[src/sbs_pkg.sv]
package sbs_pkg;

	localparam int TRACK_SLOTS = 8;
	localparam int BIN_COUNT   = 1024;
	localparam int SAMPLE_BITS = 16;

	localparam int REQ_TYPE_W = 3;
	localparam int SLOT_W     = 3;
	localparam int BIN_W      = 10;
	localparam int STATUS_W   = 2;
	localparam int TIMEOUT_W  = 16;
	localparam int AGE_W      = 17;

	localparam int MEM_DEPTH  = TRACK_SLOTS * BIN_COUNT;
	localparam int ADDR_W     = $clog2(MEM_DEPTH);
	localparam int SLOT_IDX_W = (TRACK_SLOTS > 1) ? $clog2(TRACK_SLOTS) : 1;
	localparam int BIN_IDX_W  = $clog2(BIN_COUNT);

	localparam logic [TIMEOUT_W-1:0] TIMEOUT_RESET = TIMEOUT_W'(1000);
	localparam logic [AGE_W-1:0]     AGE_MAX       = '1;

	localparam logic [REQ_TYPE_W-1:0] REQ_BIN      = REQ_TYPE_W'(0);
	localparam logic [REQ_TYPE_W-1:0] REQ_PRESENCE = REQ_TYPE_W'(1);
	localparam logic [REQ_TYPE_W-1:0] REQ_TICK     = REQ_TYPE_W'(2);
	localparam logic [REQ_TYPE_W-1:0] REQ_STALE    = REQ_TYPE_W'(3);
	localparam logic [REQ_TYPE_W-1:0] REQ_READ     = REQ_TYPE_W'(4);

	localparam logic [STATUS_W-1:0] STATUS_ABSENT  = STATUS_W'(0);
	localparam logic [STATUS_W-1:0] STATUS_ACTIVE  = STATUS_W'(1);
	localparam logic [STATUS_W-1:0] STATUS_OFFLINE = STATUS_W'(2);

	typedef struct packed {
		logic [REQ_TYPE_W-1:0]         req_type;
		logic [SLOT_W-1:0]             track_slot;
		logic [BIN_W-1:0]              bin_index;
		logic signed [SAMPLE_BITS-1:0] bin_value;
		logic                          last_bin;
	} req_t;

	typedef struct packed {
		logic [SLOT_W-1:0]             out_track;
		logic [BIN_W-1:0]              out_bin;
		logic signed [SAMPLE_BITS-1:0] raw_value;
		logic signed [SAMPLE_BITS-1:0] smoothed_value;
		logic [STATUS_W-1:0]           track_status;
	} rsp_t;

	typedef struct packed {
		logic accept;
		logic proc_fire;
		logic clear;
		logic walk;
	} cmd_t;

	typedef struct packed {
		logic in_mem;
		logic in_stale;
		logic out_free;
		logic walk_last;
	} stat_t;

	function automatic logic [ADDR_W-1:0] mem_addr(input logic [SLOT_IDX_W-1:0] s,
			input logic [BIN_IDX_W-1:0] b);
		return ADDR_W'(32'(s) * BIN_COUNT + 32'(b));
	endfunction

	function automatic logic signed [SAMPLE_BITS-1:0] ema_step(
			input logic signed [SAMPLE_BITS-1:0] x,
			input logic signed [SAMPLE_BITS-1:0] s);
		logic signed [SAMPLE_BITS+2:0] xe;
		logic signed [SAMPLE_BITS+2:0] se;
		logic signed [SAMPLE_BITS+2:0] acc;
		xe  = (SAMPLE_BITS+3)'(x);
		se  = (SAMPLE_BITS+3)'(s);
		acc = xe + (se <<< 1) + se + (SAMPLE_BITS+3)'(2);
		acc = acc >>> 2;
		return SAMPLE_BITS'(acc);
	endfunction

	function automatic logic signed [SAMPLE_BITS-1:0] decay_step(
			input logic signed [SAMPLE_BITS-1:0] s);
		logic signed [SAMPLE_BITS+2:0] se;
		logic signed [SAMPLE_BITS+2:0] acc;
		se  = (SAMPLE_BITS+3)'(s);
		acc = se + (se <<< 1);
		if (acc[SAMPLE_BITS+2]) begin
			acc = acc + (SAMPLE_BITS+3)'(3);
		end
		acc = acc >>> 2;
		return SAMPLE_BITS'(acc);
	endfunction

endpackage

[src/sbs_ctrl.sv]
module sbs_ctrl (
	input  logic          clk,
	input  logic          arst_n,
	input  logic          req_valid,
	input  sbs_pkg::stat_t st,
	output logic          req_ready,
	output sbs_pkg::cmd_t  cmd
);

	typedef enum logic [2:0] {
		ST_CLEAR,
		ST_IDLE,
		ST_PROC,
		ST_WALK,
		ST_WALK_END
	} state_t;

	state_t state_q;

	always_comb begin
		req_ready     = (state_q == ST_IDLE);
		cmd.accept    = (state_q == ST_IDLE) && req_valid;
		cmd.proc_fire = (state_q == ST_PROC) && st.out_free;
		cmd.clear     = (state_q == ST_CLEAR);
		cmd.walk      = (state_q == ST_WALK);
	end

	always_ff @(posedge clk or negedge arst_n) begin
		if (!arst_n) begin
			state_q <= ST_CLEAR;
		end else begin
			unique case (state_q)
				ST_CLEAR: begin
					if (st.walk_last) begin
						state_q <= ST_IDLE;
					end
				end
				ST_IDLE: begin
					if (req_valid) begin
						if (st.in_mem) begin
							state_q <= ST_PROC;
						end else if (st.in_stale) begin
							state_q <= ST_WALK;
						end
					end
				end
				ST_PROC: begin
					if (st.out_free) begin
						state_q <= ST_IDLE;
					end
				end
				ST_WALK: begin
					if (st.walk_last) begin
						state_q <= ST_WALK_END;
					end
				end
				ST_WALK_END: begin
					state_q <= ST_IDLE;
				end
				default: begin
					state_q <= ST_IDLE;
				end
			endcase
		end
	end

endmodule

[config.mk]
export PLATFORM = sky130hd
export DESIGN_NAME = sbs_ctrl
export DESIGN_NICKNAME = d
export VERILOG_FILES = /design/src/sbs_pkg.sv /design/src/sbs_ctrl.sv
export SDC_FILE = /design/constraint.sdc
export NUM_CORES = 1
export LEC_CHECK = 0
export CAP_MARGIN = 5
export CELL_PAD_IN_SITES_DETAIL_PLACEMENT = 0
export CELL_PAD_IN_SITES_GLOBAL_PLACEMENT = 1
export CORE_AREA = 4 4 41 43
export CTS_CLUSTER_SIZE = 16
export DETAILED_ROUTE_END_ITERATION = 10
export DIE_AREA = 0 0 45 47
export DONT_BUFFER_PORTS = 1
export PLACE_DENSITY_LB_ADDON = 0.08
export SYNTH_ARGS = -nofsm -noshare
export SYNTH_HDL_FRONTEND = slang
export SYNTH_SLANG_ARGS = --single-unit
[constraint.sdc]
create_clock -name clk -period 1.2 [get_ports clk]
set_input_delay 0.12 -clock clk [delete_from_list [all_inputs] [get_ports clk]]
set_output_delay 0.12 -clock clk [all_outputs]
set_load 0.03 [all_outputs]
==> impl_metrics.csv <==
group,metric,value,unit
drt,vias,215,
logic_synthesis,ys_ff_latch,3,
drt,ant_nets,0,
layout,num_antenna_cells,0,
grt,antenna_found_initial,0,
logic_synthesis,synth_common_cells,"3 x dfrtp_1, 2 x nand2_1, 2 x nor3b_1",
logic_synthesis,synth_top_area_cell,"dfrtp_1",
drt,first_pass_iters,4,
placement,hpwlAfterDp,423.1,um
clock_network,clkSlewWorstSetupHoldPaths,40,ps
die,die-area,2115,um^2
logic_synthesis,yosysWarnings,0,
setup_path,path_class,"reg -> out",
run,maxCapViolations,0,
run_status,status,"finished with violations",
layout,regMostFlops,"state_q",
logic_synthesis,syn_inst,21,
power_and_ir_drop,p_per_area,2830,nW/um^2
logic_synthesis,synth_top_area_share,0.3896,
placement,io_buffers,0,
drt,drc,0,
setup_path,crit_fanout,5,
power_and_ir_drop,p_leak,0.1646,nW
logic_synthesis,seq_area_frac_synth,0.3896,
logic_synthesis,syn_area,192.7,um^2
die,core_area,1301,um^2
logic_synthesis,syn_avg_cell_area,9.175,um^2
grt,grt-ovfl-total,0,
sta,finClkSkew,0.9775,ps
grt,grt_max_degree,7,
placement,place.gp.congestion,0.6733,
sta,min_period_over_period,1.041,
placement,placed_area,267.8,um^2
layout,area_delta_synth_final,89.61,%
clock_network,cts.path.max_buffers,2,
layout,fin_util,0.2808,
setup_path,startpoint_type,"flip-flop",
power_and_ir_drop,max-vdd-ir-drop,790.7,uV
setup_path,reg2reg_depth,4,
grt,grt_pass1_vias,245,
clock_network,cts_tree,"built",
die,die_h,47,um
logic_synthesis,synth.area.top_cells,"dfrtp_1 39%, nor3b_1 7.8%, buf_6 5.8%",
min_path,min_path_cells,1,
sta,hold_viol,0,
drt,wl_per_cell,12.16,um
grt,gr-usage-all-layers,0.07674,
sta,min_period,1249,ps
run_status,violations,"setup timing",
min_path,hp-class,"in -> reg",
layout,largest_register_ff_count,3,
clock_network,root_buffer,"clkbuf_4",
logic_synthesis,async_flop_share,1.000,
drt,routed_via_density,4.216,
sta,setup_viol,5,
logic_synthesis,syn_nets,28,
sta,max_slew_margin,0.8857,
clock_network,clock_sinks,3,
layout,nFillCells,149,
logic_synthesis,synth.most_common_cell,"dfrtp_1",
die,rows,13,
layout,drive_above_1_share,0.6389,
setup_path,worstPathArrival,1130,ps
sta,final_max_slew_viol_count,0,
logic_synthesis,synth_edf_count,0,
logic_synthesis,synth_cell_types,17,
layout,final_area,365.4,um^2
setup_path,endpoint_kind,"output pin",
sta,setup_ws,-49.45,ps
logic_synthesis,synth_ff_type,"dfrtp_1",
die,initial_core_util,0.1481,
sta,rsz0062_at_grt,"yes",
grt,grt_pass1_wl,1.028,mm
sta,tns,-131.3,ps
die,io_pins,12,
layout,largestRegisters,"state_q (3)",
drt,initialDrtViolationCount,5,
sta,fmax,0.8004,GHz
clock_network,numCtsBuffers,3,
layout,nNetsFinal,44,
sta,tightest_slew,171.0,ps
setup_path,crit_required,1080,ps
clock_network,clk_latency,230,ps
clock_network,cts_max_level,1,
drt,wirelength,620,um
die,die_x,45,um
==> layout by cell type (no fill, tap or decap) <==
cell type and n:
or2_2 1, and3_1 1, and2_4 1, nor3_4 1, o21ai_1 1, nor3b_2 2
nor3_2 1, clkbuf_1 1, or2_0 1, nand3_1 1, dlygate4sd3_1 1, nand2b_4 1
dfrtp_1 2, buf_4 8, dfrtp_2 1, clkbuf_4 3, a32o_1 1, a31oi_1 1
buf_6 3, nand2_1 2, nor2b_2 1, o21ai_0 1
==> worst paths after layout <==
path | end | startpoint | slack [ps]
min in group asynchronous | state_q[1] | arst_n | 140
max reg2reg | state_q[0] | state_q[0] | 60
min reg2reg | state_q[0] | state_q[1] | 590
max | cmd[2] | state_q[0] | -50
max in group asynchronous | state_q[0] | arst_n | 900
min | state_q[2] | st[0] | 60
==> worst max-delay path: stages (launching register included) <==
cell      delay [ps]
dfrtp_2          420
nand2b_4         150
nor3b_2          150
buf_4            180
==> layout make-up <==
cell class	instances	area [um^2]	share of cell area
multi-input cells	17	140.1	0.3836
clock buffers	4	26.28	0.07192
well taps	15	18.77	0.05137
repair buffers	12	103.9	0.2842
flip-flops and latches	3	76.32	0.2089
==> through the flow <==
step           setup slack (ps)  hold WS [ps]  power, mW  instances
2_1_floorplan            0.9203        -175.6     0.5438         21
3_3_place_gp              129.0        -175.5     0.7072         42
3_5_place_dp              100.7        -175.5     0.6993         42
4_1_cts                  -67.82         43.21      1.024         50
5_1_grt                  -108.8         49.24      1.123         51
6_report                 -49.45         57.44      1.034         51
==> power breakdown <==
part | leakage [nW] | switching (mW) | internal [mW]
Combinational | 0.113 | 0.336 | 0.341
Sequential | 0.0367 | 0.0369 | 0.143
Clock | 0.0150 | 0.0527 | 0.125
==> per-layer routing <==
metal | global-route usage | share of wire | vias up
li1 | - | - | 104
met1 | 0.08219 | 0.39 | 100
met2 | 0.1073 | 0.49 | 11
met3 | 0.01916 | 0.12 | 0
met4 | 0.1053 | 0 | 0
met5 | 0 | 0 | -
==> kinds of logic (layout without fill, tap and decap cells) <==
group | after synthesis | count (layout) | share of synthesized area
flip-flops | 3 | 3 | 0.3896
buffers and inverters | 1 | 16 | 0.05844
AND/OR/NAND/NOR | 13 | 13 | 0.4157
AO/OA/AOI/OAI | 4 | 4 | 0.1363
==> repair_timing <==
action / 4_1_cts / 5_1_grt
endpoints found under the hold margin: 3 / 0
pin swaps: 1 / 1
hold buffers: 1 / 0
resized for setup: 7 / 2
buffers inserted: 3 / 1
endpoints found under the setup margin: 5 / 5
Note: power is estimated with default switching activity, not from simulation.
